--- config.mk ---
export PLATFORM = sky130hd
export DESIGN_NAME = fheat_ram
export DESIGN_NICKNAME = d
export VERILOG_FILES = /design/src/fheat_ram.sv
export SDC_FILE = /design/constraint.sdc
export NUM_CORES = 2
export LEC_CHECK = 0
export BUFFER_PORTS_ARGS = -buffer_cell sky130_fd_sc_hd__clkbuf_2
export CAP_MARGIN = 30
export CORE_MARGIN = 8
export CORE_UTILIZATION = 60
export DETAILED_ROUTE_END_ITERATION = 8
export MAX_ROUTING_LAYER = met4
export PLACE_DENSITY_LB_ADDON = 0.3
export SLEW_MARGIN = 20
export SYNTH_ARGS = -nofsm -noshare
export SYNTH_HDL_FRONTEND = slang
export SYNTH_SLANG_ARGS = --single-unit
--- constraint.sdc ---
create_clock -name clk -period 4.4 [get_ports clk]
set_clock_uncertainty 0.05 [all_clocks]
set_input_delay 0.66 -clock clk [delete_from_list [all_inputs] [get_ports clk]]
set_output_delay 0.66 -clock clk [all_outputs]
set_load 0.01 [all_outputs]
--- src/fheat_ram.sv ---
// fheat_ram: generic single-write, single-read memory with registered read data
// no dependencies
`timescale 1ns / 1ps

module fheat_ram #(
  parameter int WIDTH = 8,
  parameter int DEPTH = 256
) (
  input  logic                     clk,
  input  logic                     we,
  input  logic [$clog2(DEPTH)-1:0] waddr,
  input  logic [WIDTH-1:0]         wdata,
  input  logic                     re,
  input  logic [$clog2(DEPTH)-1:0] raddr,
  output logic [WIDTH-1:0]         rdata
);

  logic [WIDTH-1:0] mem [DEPTH];

  always_ff @(posedge clk) begin
    if (we) begin
      mem[waddr] <= wdata;
    end
    if (re) begin
      rdata <= mem[raddr];
    end
  end

endmodule

==> impl_metrics.tcl <==
set metrics [dict create \
    status "completed" \
    power_density_nw_per_um2 445 \
    drc 0 \
    reg2regPathDepth 7 \
    setup_viol 0 \
    synth_cells 3733 \
    dieWidth_um 380 \
    setup_slack_ns 1.11 \
    overflow 0 \
    cts_hold_buf 0 \
    cts_buffer_depth 3 \
    synth_cell_types 54 \
    ios 35 \
    fmax_ghz 0.304 \
    cp_max_fo 26 \
    place_ws_ns 0.309 \
    maxCapViolCount 0 \
    finalInstanceArea_um2 88800 \
    clock_sinks 2056 \
    nNetsFinal 3981 \
    synth_area_leaders "edfxtp_1 78%, mux4_2 13%, mux2i_1 1.7%, nor2_1 1.3%, a22oi_1 1.3%" \
    dp_hpwl_mm 118 \
    min_period_ns 3.29 \
    synth_edf_count 2056 \
    worstSetupEndpointType "flip-flop" \
    yosysSeqAreaShare_pct 77.5 \
    grt_pass1_vias 39600 \
    hold_viol 0 \
    drt-total-wl_mm 192 \
    grt_max_degree 137 \
    yosysWarningCount 0 \
    max-slew-margin-rel_pct 24.2 \
    syn_area_per_cell_um2 21.3 \
    hold_path.class "primary input to flip-flop" \
    async_flop_share_pct 0 \
    fin_util_pct 67.4 \
    gp_congestion 0.885 \
    place_area_um2 82700 \
    ant_nets 0 \
    wl_per_cell_um 32.6 \
    rsz0062_at_grt "no" \
    yosysTopAreaCellShare_pct 77.5 \
    coreArea_um2 132000 \
    cts_resized 0 \
    htree_levels 4 \
    cp.required_ns 5.00 \
    synth_seq_cells 2056 \
    setup.worst_path.start_class "primary input" \
    num_vias 40100 \
    yosys.area.top_type "edfxtp_1" \
    cts_tree "done" \
    cts_root_buffer "clkbuf_16" \
    fp.dieH_um 380 \
    tightest_slew_ns 1.14 \
    synth_most_common_cell "edfxtp_1" \
    start_util_pct 60.5 \
    min_period_over_period_pct 74.7 \
    clk_latency_ns 0.84 \
    leakagePower_nw 27.6 \
    synth_ff_type "edfxtp_1" \
    drtIter0Drc 5588 \
    cts_setup_buffers 0 \
    drive_above_1_share_pct 24.1 \
    path_class "primary input to flip-flop" \
    slew_viol_final 0 \
    area_growth_pct 11.5 \
    placementRows 133 \
    die_area_um2 145000 \
    path_clk_slew_ns 0.06 \
    vdd.ir_drop.worst_uv 452 \
    yosys-top-cells-count "2056 x edfxtp_1, 454 x mux4_2, 282 x nor2_1" \
    portBuffers 34 \
    grt_antenna_before_repair 10 \
    hold_depth 1 \
    firstDrtPassIters 5 \
    syn-num-nets 3760 \
    vias_per_cell 6.81 \
    cts_buffers 195 \
    grt_use_total_pct 27.0 \
    grt_pass1_wl_mm 278 \
    crit_arrival_ns 3.89 \
    synth_area_um2 79600 \
]
[flip-flops by register name, indices dropped and copies added (netlist names)]
register and flops:
rdata 8, mem 2048
[cell usage in the layout, fill, tap and decap left out, types with 10 or more instances in the layout]
cell,netlist,layout
a211oi_1,16,16
a21oi_1,96,96
a221oi_1,13,13
a22oi_1,133,133
buf_12,8,27
buf_4,27,194
clkbuf_1,111,52
clkbuf_16,0,197
clkbuf_2,0,22
clkinv_1,1,47
clkinv_2,0,34
diode_2,0,14
edfxtp_1,2056,2056
mux2i_1,134,134
mux4_2,454,454
nand2_1,33,33
nand3_1,34,34
nand4_1,10,10
nor2_1,282,279
nor2b_1,31,28
nor3_1,22,22
nor4_1,24,20
o211ai_1,10,10
o21ai_0,10,10
o221ai_1,46,46
o22ai_1,28,28
[stage by stage]
stage                     instances  hold slack, ns  total power, mW  setup TNS [ns]
final                          5883           0.222             39.5               0
after detailed placement       5510            1.03             24.0               0
after CTS                      5867           0.236             39.6               0
after floorplan                3733           0.709             23.1               0
after global placement         5507            1.02             24.0          -0.838
after global routing           5874           0.209             40.4               0
[worst paths after layout]
check,startpoint,endpoint,slack (ns)
worst max-delay path,raddr[3],rdata[0],1.11
worst min register to register,mem[20][6],rdata[6],1.04
worst max register to register,mem[83][5],rdata[5],1.38
worst min-delay path,wdata[7],mem[134][7],0.22
[logic make-up (layout without fill, tap and decap cells)]
family,count (synthesis),after routing,share of synthesized area [%]
AOI/OAI and AO/OA,385,385,3.42
DFF,2056,2056,77.5
muxes,591,591,14.6
other,0,14,0
buffers and inverters,235,616,1.83
and+or+nand+nor,466,466,2.63
[layer usage]
layer | up-vias | routed length [µm] | GRT usage [%]
met5 | - | 0 | -
met4 | 0 | 7140 | 9.10
met3 | 459 | 20200 | 5.37
met2 | 2528 | 93200 | 41.5
met1 | 20900 | 71600 | 36.9
li1 | 16200 | - | -
[report_power, final]
| group | internal [mW] | switching [mW] |
|---|---|---|
| Clock | 8.74 | 7.17 |
| Combinational | 0.703 | 1.27 |
| Sequential | 21.6 | 0.0362 |
[critical path, cell delays in order]
cell and delay [ns]:
buf_2 0.61, buf_4 0.32, or2_2 0.27, o22a_1 0.22
o21ai_0 0.20, a2111oi_0 0.95, nor3_1 0.17, buf_4 0.20
nor4_2 0.24
[cell type report]
cell class	count	area (µm²)
clock buffer	249	5120
sequential	2056	61700
fill	7943	42900
timing repair buffer	257	2300
multi-input combinational	1442	16500
inverter	2	7.51
tap	1755	2200
antenna	14	35.0
clock inverter	108	873
(Power assumes the default switching activity.)
