`src/fheat_pkg.sv`:
```
// fheat_pkg: grid geometry, field widths, operation codes and the fire palette
// shared by the heat grid modules; depends on nothing
`timescale 1ns / 1ps

package fheat_pkg;

  localparam int GRID_WIDTH   = 160;
  localparam int GRID_HEIGHT  = 120;
  localparam int PIXEL_SCALE  = 4;
  localparam int PALETTE_SIZE = 37;
  localparam int PALETTE_ROWS = 37;

  localparam int CELL_COUNT = GRID_WIDTH * GRID_HEIGHT;
  localparam int ADDR_W     = $clog2(CELL_COUNT);

  localparam int OP_W   = 2;
  localparam int COL_W  = 10;
  localparam int ROW_W  = 9;
  localparam int RND_W  = 2;
  localparam int HEAT_W = 6;
  localparam int BYTE_W = 8;

  localparam logic [HEAT_W-1:0] SEED_HEAT = HEAT_W'(PALETTE_SIZE - 1);

  typedef enum logic [OP_W-1:0] {
    OP_SEED   = 2'd0,
    OP_SPREAD = 2'd1,
    OP_READ   = 2'd2,
    OP_NONE   = 2'd3
  } op_t;

  typedef struct packed {
    logic [BYTE_W-1:0] blue;
    logic [BYTE_W-1:0] green;
    logic [BYTE_W-1:0] red;
  } color_t;

  function automatic color_t fire_color(input logic [HEAT_W-1:0] heat);
    color_t c;
    case (heat)
      6'd0:    c = '{8'h07, 8'h07, 8'h07};
      6'd1:    c = '{8'h07, 8'h07, 8'h1F};
      6'd2:    c = '{8'h07, 8'h0F, 8'h2F};
      6'd3:    c = '{8'h07, 8'h0F, 8'h47};
      6'd4:    c = '{8'h07, 8'h17, 8'h57};
      6'd5:    c = '{8'h07, 8'h1F, 8'h67};
      6'd6:    c = '{8'h07, 8'h1F, 8'h77};
      6'd7:    c = '{8'h07, 8'h27, 8'h8F};
      6'd8:    c = '{8'h07, 8'h2F, 8'h9F};
      6'd9:    c = '{8'h07, 8'h3F, 8'hAF};
      6'd10:   c = '{8'h07, 8'h47, 8'hBF};
      6'd11:   c = '{8'h07, 8'h47, 8'hC7};
      6'd12:   c = '{8'h07, 8'h4F, 8'hDF};
      6'd13:   c = '{8'h07, 8'h57, 8'hDF};
      6'd14:   c = '{8'h07, 8'h57, 8'hDF};
      6'd15:   c = '{8'h07, 8'h5F, 8'hD7};
      6'd16:   c = '{8'h07, 8'h5F, 8'hD7};
      6'd17:   c = '{8'h0F, 8'h67, 8'hD7};
      6'd18:   c = '{8'h0F, 8'h6F, 8'hCF};
      6'd19:   c = '{8'h0F, 8'h77, 8'hCF};
      6'd20:   c = '{8'h0F, 8'h7F, 8'hCF};
      6'd21:   c = '{8'h17, 8'h87, 8'hCF};
      6'd22:   c = '{8'h17, 8'h87, 8'hC7};
      6'd23:   c = '{8'h17, 8'h8F, 8'hC7};
      6'd24:   c = '{8'h1F, 8'h97, 8'hC7};
      6'd25:   c = '{8'h1F, 8'h9F, 8'hBF};
      6'd26:   c = '{8'h1F, 8'h9F, 8'hBF};
      6'd27:   c = '{8'h27, 8'hA7, 8'hBF};
      6'd28:   c = '{8'h27, 8'hA7, 8'hBF};
      6'd29:   c = '{8'h2F, 8'hAF, 8'hBF};
      6'd30:   c = '{8'h2F, 8'hAF, 8'hB7};
      6'd31:   c = '{8'h2F, 8'hB7, 8'hB7};
      6'd32:   c = '{8'h37, 8'hB7, 8'hB7};
      6'd33:   c = '{8'h6F, 8'hCF, 8'hCF};
      6'd34:   c = '{8'h9F, 8'hDF, 8'hDF};
      6'd35:   c = '{8'hC7, 8'hEF, 8'hEF};
      // last entry and anything hotter show white
      default: c = '{8'hFF, 8'hFF, 8'hFF};
    endcase
    return c;
  endfunction

endpackage

```
`src/fheat_addr.sv`:
```
// fheat_addr: shared cell address unit, registered row * width + column
// depends on fheat_pkg
`timescale 1ns / 1ps

module fheat_addr (
  input  logic                       clk,
  input  logic [fheat_pkg::ROW_W-1:0] row_in,
  input  logic [fheat_pkg::COL_W-1:0] col_in,
  output logic [fheat_pkg::ADDR_W-1:0] addr
);

  import fheat_pkg::*;

  logic [ADDR_W-1:0] row_base;

  assign row_base = ADDR_W'(row_in) * ADDR_W'(GRID_WIDTH);

  always_ff @(posedge clk) begin
    addr <= row_base + ADDR_W'(col_in);
  end

endmodule

```
`config.mk`:
```
export PLATFORM = sky130hd
export DESIGN_NAME = fheat_addr
export DESIGN_NICKNAME = d
export VERILOG_FILES = /design/src/fheat_pkg.sv /design/src/fheat_addr.sv
export SDC_FILE = /design/constraint.sdc
export NUM_CORES = 1
export LEC_CHECK = 0
export BUFFER_PORTS_ARGS = -buffer_cell sky130_fd_sc_hd__clkbuf_2
export CAP_MARGIN = 20
export CORE_MARGIN = 2
export CORE_UTILIZATION = 51
export DETAILED_ROUTE_END_ITERATION = 8
export GPL_ROUTABILITY_DRIVEN = 0
export PLACE_DENSITY = 0.87
export SYNTH_ARGS = -nofsm -noshare
export SYNTH_HDL_FRONTEND = slang
export SYNTH_SLANG_ARGS = --single-unit
export TNS_END_PERCENT = 5
```
`constraint.sdc`:
```
create_clock -name clk -period 4.1 [get_ports clk]
set_input_delay 0.205 -clock clk [delete_from_list [all_inputs] [get_ports clk]]
set_output_delay 0.205 -clock clk [all_outputs]
set_load 0.01 [all_outputs]
```
==> summary.md, run 1 <==
| Metric | Value |
|---|---|
| FP Rows | `15` |
| Vias in the first global route | `732` |
| Layout area overhead | `24.6%` |
| Post-synth top cells | `ha_1, dfxtp_1, nor2_1, xnor2_1, inv_1` |
| Power Total | `455 uW` |
| CTS clk-pin slew, worst paths | `0.07 ns` |
| Part of the power in registers | `41.5%` |
| DR pass1 iterations | `4` |
| Worst VDD drop | `0.170 mV` |
| Core Region | `1730 um^2` |
| Prevailing post-synth register cell | `dfxtp_1` |
| Critical Path Fanout Max | `3` |
| Fin. max-slew vios | `0` |
| Clk sinks | `15` |
| Routed WL | `1700 um` |
| Crit path kind | `input port to flip-flop` |
| GRT Residual Overflow | `0` |
| Initial detailed-routing violation count | `2` |
| CTS tree | `yes` |
| Actual transition at the worst max-transition pin | `0.396 ns` |
| Element type at the critical path end | `flip-flop` |
| Sequential area share after synthesis | `32.4%` |
| Yosys top cell by area | `dfxtp_1` |
| Synth top area share | `32.4%` |
| Synthesis Warnings | `0` |
| Total clock buffers created by CTS | `3` |
| Fmax | `461 MHz` |
| GRT busiest layer | `met2` |
| GR Util met2 | `34.2%` |
| TNS Setup | `0 ns` |
| Status | `complete, no violations` |
| Synth Area per Inst | `10.3 um^2` |
| Clock Root Buffer | `clkbuf_4` |
| Share of layout cells above drive strength 1 | `29.7%` |
| Number of max-cap violations | `0` |
| Async SR Flop Fraction | `0%` |
| Post-Syn Area | `927 um^2` |
| EDFF count, synth | `0` |
| Vias | `782` |
| N_diodes | `0` |
| Setup bufs post-CTS | `0` |
| Routed Antenna Nets | `0` |
| Final setup vio count | `0` |
| Largest regs | `addr (15)` |
| Final Hold Viols | `0` |
| Post-layout util | `66.9%` |
| Fill cells | `149` |
| Dpl hpwl | `1570 um` |
| Synth cell types | `28` |
| Max reg flops | `15` |
| Req. time, crit path | `4.26 ns` |
| Io pins | `35` |
| Largest register by flop count | `addr` |
| Total internal power | `308 uW` |
| CTS H-Tree Depth | `1` |
| Min cycle time layout | `2.17 ns` |
| Grt met3 use | `1.18%` |
| Power Density | `394 nW/um^2` |
| Comb pwr share | `41.9%` |
| Clock power share | `16.7%` |
| DRC violations left | `0` |
| Initial antenna violation count | `0` |
| Fin crit share | `52.9%` |
| Most frequent cell after synthesis | `ha_1` |
| First-pass GRT wire length | `2700 um` |
| Footprint of the multi-input gates | `604 um^2` |
| Syn nets | `130` |
| Avg WL per Cell | `11.1 um` |
| Crit path DAT | `2.33 ns` |
| Die Height | `46.6 um` |
| Switching power | `147 uW` |
| Synth Register Bits | `15` |
| GRT Total Usage | `18.1%` |
| Slew headroom | `73.4%` |
| Clk buf depth | `2` |
| Startpoint Class | `input port` |
| Sequential cell area | `300 um^2` |
| Sw Share | `32.3%` |
| Post-Syn Instances | `90` |
| Port buffer count | `34` |
| Initial core utilization | `53.7%` |
| Routed vias/inst | `5.11` |
| Design area | `1150 um^2` |
| RSZ-0062 raised after global routing | `false` |
| Top cells by area, synth | `dfxtp_1, ha_1, xnor2_1, fa_1, nor2_1` |
| Met1 GRT Util | `18.1%` |
| CTS Hold Bufs | `0` |
| Placed cell area | `1130 um^2` |
| HP Class | `input port to flip-flop` |
| Leakage | `0.000599 uW` |
| Die W | `46.6 um` |
| Die ar. | `2170 um^2` |
| Post_cts resized | `0` |
| # nets final | `169` |
| Largest net degree at the start of global routing | `9` |
## worst paths after layout
path / startpoint / end / slack, ns / depth (start not counted)
worst max-delay path: row_in[1] / addr[14] / 1.93 / 9
worst min-delay path: col_in[0] / addr[0] / 0.03 / 1
## power groups by stage
stage / clock, uW / sequential, uW / combinational, uW
floorplan: 0 / 212 / 106
global placement: 0 / 192 / 183
detailed placement: 0 / 193 / 192
CTS: 80.2 / 190 / 193
global route: 86.1 / 192 / 213
finish: 75.9 / 189 / 191
## stage by stage
| step | setup slack, ns | cells | hold WS [ns] |
|---|---|---|---|
| 2_1_floorplan | 1.91 | 90 | 0.233 |
| 5_1_grt | 1.86 | 153 | 0.0138 |
| 6_report | 1.93 | 153 | 0.0332 |
| 3_3_place_gp | 1.72 | 149 | 0.310 |
| 3_5_place_dp | 1.67 | 149 | 0.309 |
| 4_1_cts | 1.95 | 153 | 0.0204 |
## layout by cell type, fill, tap and decap left out, drive strengths merged
| master | instances |
|---|---|
| clkbuf | 38 |
| a211o | 1 |
| ha | 18 |
| a21boi | 1 |
| and2 | 2 |
| xnor2 | 7 |
| nand2 | 1 |
| nor3 | 1 |
| xor2 | 3 |
| nand2b | 2 |
| and4b | 1 |
| and3b | 1 |
| o21ai | 5 |
| nor2 | 7 |
| o31ai | 1 |
| a211oi | 2 |
| a21o | 3 |
| fa | 2 |
| or4b | 1 |
| o2111ai | 2 |
| nor2b | 1 |
| a311o | 1 |
| o211ai | 1 |
| nand4b | 1 |
| dfxtp | 15 |
| inv | 6 |
| a21oi | 4 |
## logic make-up after synthesis
group | Yosys count | synth area share (%)
compound gates | 21 | 15.9
xor+xnor | 10 | 9.45
fa+ha+maj | 20 | 28.6
buf+inv | 6 | 2.43
flops | 15 | 32.4
simple gates | 18 | 11.2
## routing by layer
layer / up-vias / wire length, um
met5: - / 0
met4: 0 / 36
met3: 4 / 64
met2: 25 / 915
met1: 351 / 683
li1: 402 / -
## critical path, cell delays in order
cell and delay [ns]:
clkbuf_2 0.11, ha_1 0.29, ha_1 0.24, fa_1 0.41, a21o_1 0.20, a21oi_1 0.25
and4b_1 0.23, a211o_1 0.24, xor2_1 0.16
## final cells by class
class,count,share of cell area (%)
Multi-Input combinational cell,69,52.3
Clock buffer,4,2.28
Sequential cell,15,26.0
Inverter,6,1.95
Tap cell,25,2.71
Timing Repair Buffer,34,14.7
No activity file was read; power rests on OpenSTA's default activity.
==> run 2, diff against run 1 <==
ABC_AREA = 1   (was not set)
CORE_UTILIZATION = 44   (was 51)
PLACE_DENSITY = 0.79   (was 0.87)
clock period = 1.9 ns   (was 4.1 ns; I/O delays follow)
==> summary.md, run 2 <==
| Metric | Value |
|---|---|
| Most frequent cell after synthesis | `nand2_1` |
| Largest register by flop count | `addr` |
| Post-Syn Instances | `123` |
| Power Total | `1040 uW` |
| Min cycle time layout | `1.78 ns` |
| Slew headroom | `84.0%` |
| Critical Path Fanout Max | `4` |
| Element type at the critical path end | `flip-flop` |
| Total clock buffers created by CTS | `3` |
| HP Class | `input port to flip-flop` |
| Synth cell types | `18` |
| Switching power | `352 uW` |
| Status | `complete, no violations` |
| Worst VDD drop | `0.425 mV` |
| Leakage | `0.000768 uW` |
| Actual transition at the worst max-transition pin | `0.240 ns` |
| Final setup vio count | `0` |
| DRC violations left | `0` |
| Synthesis Warnings | `0` |
| Core Region | `2190 um^2` |
| Clock power share | `15.4%` |
| Post-Syn Area | `1000 um^2` |
| CTS clk-pin slew, worst paths | `0.07 ns` |
| Io pins | `35` |
| Top cells by area, synth | `dfxtp_1, ha_1, nand2_1, inv_1, fa_1` |
| Startpoint Class | `input port` |
| Commonest non-fill, non-tap cells in the layout | `clkbuf_2, nand2_1, inv_1` |
| GRT Residual Overflow | `0` |
| Initial antenna violation count | `0` |
| Max reg flops | `15` |
| GRT Total Usage | `16.2%` |
| Final Hold Viols | `0` |
| Yosys top cell by area | `dfxtp_1` |
| Power Density | `758 nW/um^2` |
| Post-synth top cells | `nand2_1, inv_1, ha_1` |
| CTS H-Tree Depth | `1` |
| RSZ-0062 raised after global routing | `false` |
| Async SR Flop Fraction | `0%` |
| Initial core utilization | `45.7%` |
| Avg WL per Cell | `9.65 um` |
| First-pass GRT wire length | `3280 um` |
| Setup bufs post-CTS | `0` |
| Port buffer count | `34` |
| EDFF count, synth | `0` |
| Synth Register Bits | `15` |
| DR pass1 iterations | `2` |
| # nets final | `213` |
| FP Rows | `17` |
| Post-route insts no fill | `200` |
| Crit path kind | `input port to flip-flop` |
| N_diodes | `0` |
| Routed Antenna Nets | `0` |
| Design area | `1370 um^2` |
| Most common cell after layout, fill and taps aside | `clkbuf_2` |
| Part of the power in registers | `38.6%` |
| Fmax | `563 MHz` |
| Synth top area share | `30.0%` |
| Req. time, crit path | `2.06 ns` |
| Prevailing post-synth register cell | `dfxtp_1` |
| Clk sinks | `15` |
| Share of layout cells above drive strength 1 | `34.3%` |
| Total internal power | `688 uW` |
| Dpl hpwl | `1720 um` |
| Layout area overhead | `36.8%` |
| Fin. max-slew vios | `0` |
| Crit path largest cell delay | `0.45 ns` |
| Most used cell along the critical path | `ha_4` |
| Fin crit share | `93.5%` |
| Largest regs | `addr (15)` |
| Vias in the first global route | `861` |
| Comb pwr share | `45.9%` |
| Clock Root Buffer | `clkbuf_4` |
| Die W | `51.7 um` |
| Clk buf depth | `2` |
| Synth Area per Inst | `8.15 um^2` |
| Initial detailed-routing violation count | `2` |
| Syn nets | `163` |
| Die Height | `51.7 um` |
| Vias | `906` |
| Family with the most delay on the worst path | `adder cells` |
| Post-layout util | `62.6%` |
| Die ar. | `2680 um^2` |
| Number of max-cap violations | `0` |
| Crit-path slowest cell | `fa_2` |
| WP buf/inv | `1` |
| Dpl ws | `-0.227 ns` |
| Crit path DAT | `1.94 ns` |
| Sw Share | `33.8%` |
| Crit path cell chain | `clkbuf_2 > ha_4 > ha_4 > fa_2 > ha_4 > nand2_2 > nor2_1 > nand2_1 > nand3_2 > nand3_2 > o21bai_1 > nand2_1` |
| Inst Count DP | `191` |
| Placed cell area | `1290 um^2` |
| Largest net degree at the start of global routing | `9` |
| Routed WL | `1930 um` |
| CTS tree | `yes` |
| Routed vias/inst | `4.53` |
| Sequential area share after synthesis | `30.0%` |
| Setup WS post-layout | `0.124 ns` |
==> run 2: worst paths after layout <==
path / end / depth (start not counted) / slack [ns] / startpoint
worst min-delay path: addr[5] / 2 / 0.06 / col_in[5]
worst max-delay path: addr[14] / 12 / 0.12 / row_in[3]
==> run 2: power by group through the flow <==
stage,combinational [uW],clock [uW],sequential (uW)
after floorplan,266,0,450
after global placement,451,0,409
after detailed placement,471,0,409
after CTS,482,171,402
after global routing,533,187,406
final,477,160,402
==> run 2: layout make-up <==
class / count / area (um^2)
Timing Repair Buffer: 45 / 265
Sequential cell: 15 / 300
Clock buffer: 4 / 26.3
Fill cell: 194 / 820
Tap cell: 28 / 35.0
Multi-Input combinational cell: 87 / 666
Inverter: 21 / 78.8
==> run 2: cells by family after synthesis <==
| family | after synthesis | synth area share [%] |
|---|---|---|
| AND/OR/NAND/NOR | 53 | 25.1 |
| buffers and inverters | 21 | 7.86 |
| adder cells (fa/ha/maj) | 20 | 26.5 |
| flip-flops | 15 | 30.0 |
| AO/OA/AOI/OAI | 8 | 4.62 |
| XOR/XNOR | 6 | 5.99 |
==> run 2: timing repair <==
item | in CTS | in global routing
endpoints found under the setup margin | 0 | 1
hold buffers | 5 | 0
hold endpoints to repair | 5 | 0
resized for setup | 0 | 1
==> run 2: layer usage <==
| layer | vias to the layer above | global-route usage (%) | part of all wire, % | routed length [um] |
|---|---|---|---|---|
| met4 | 0 | 6.58 | 0.52 | 10 |
| met1 | 392 | 16.6 | 42 | 803 |
| met2 | 21 | 32.5 | 53 | 1020 |
| met5 | - | 0 | 0 | 0 |
| li1 | 491 | - | - | - |
| met3 | 2 | 1.72 | 4.8 | 92 |
==> run 2: metrics by stage <==
step                      hold WS, ns  TNS (ns)
after floorplan                 0.123         0
final                          0.0649         0
after detailed placement        0.203    -0.671
after CTS                      0.0494         0
after global routing           0.0458         0
after global placement          0.199    -0.450
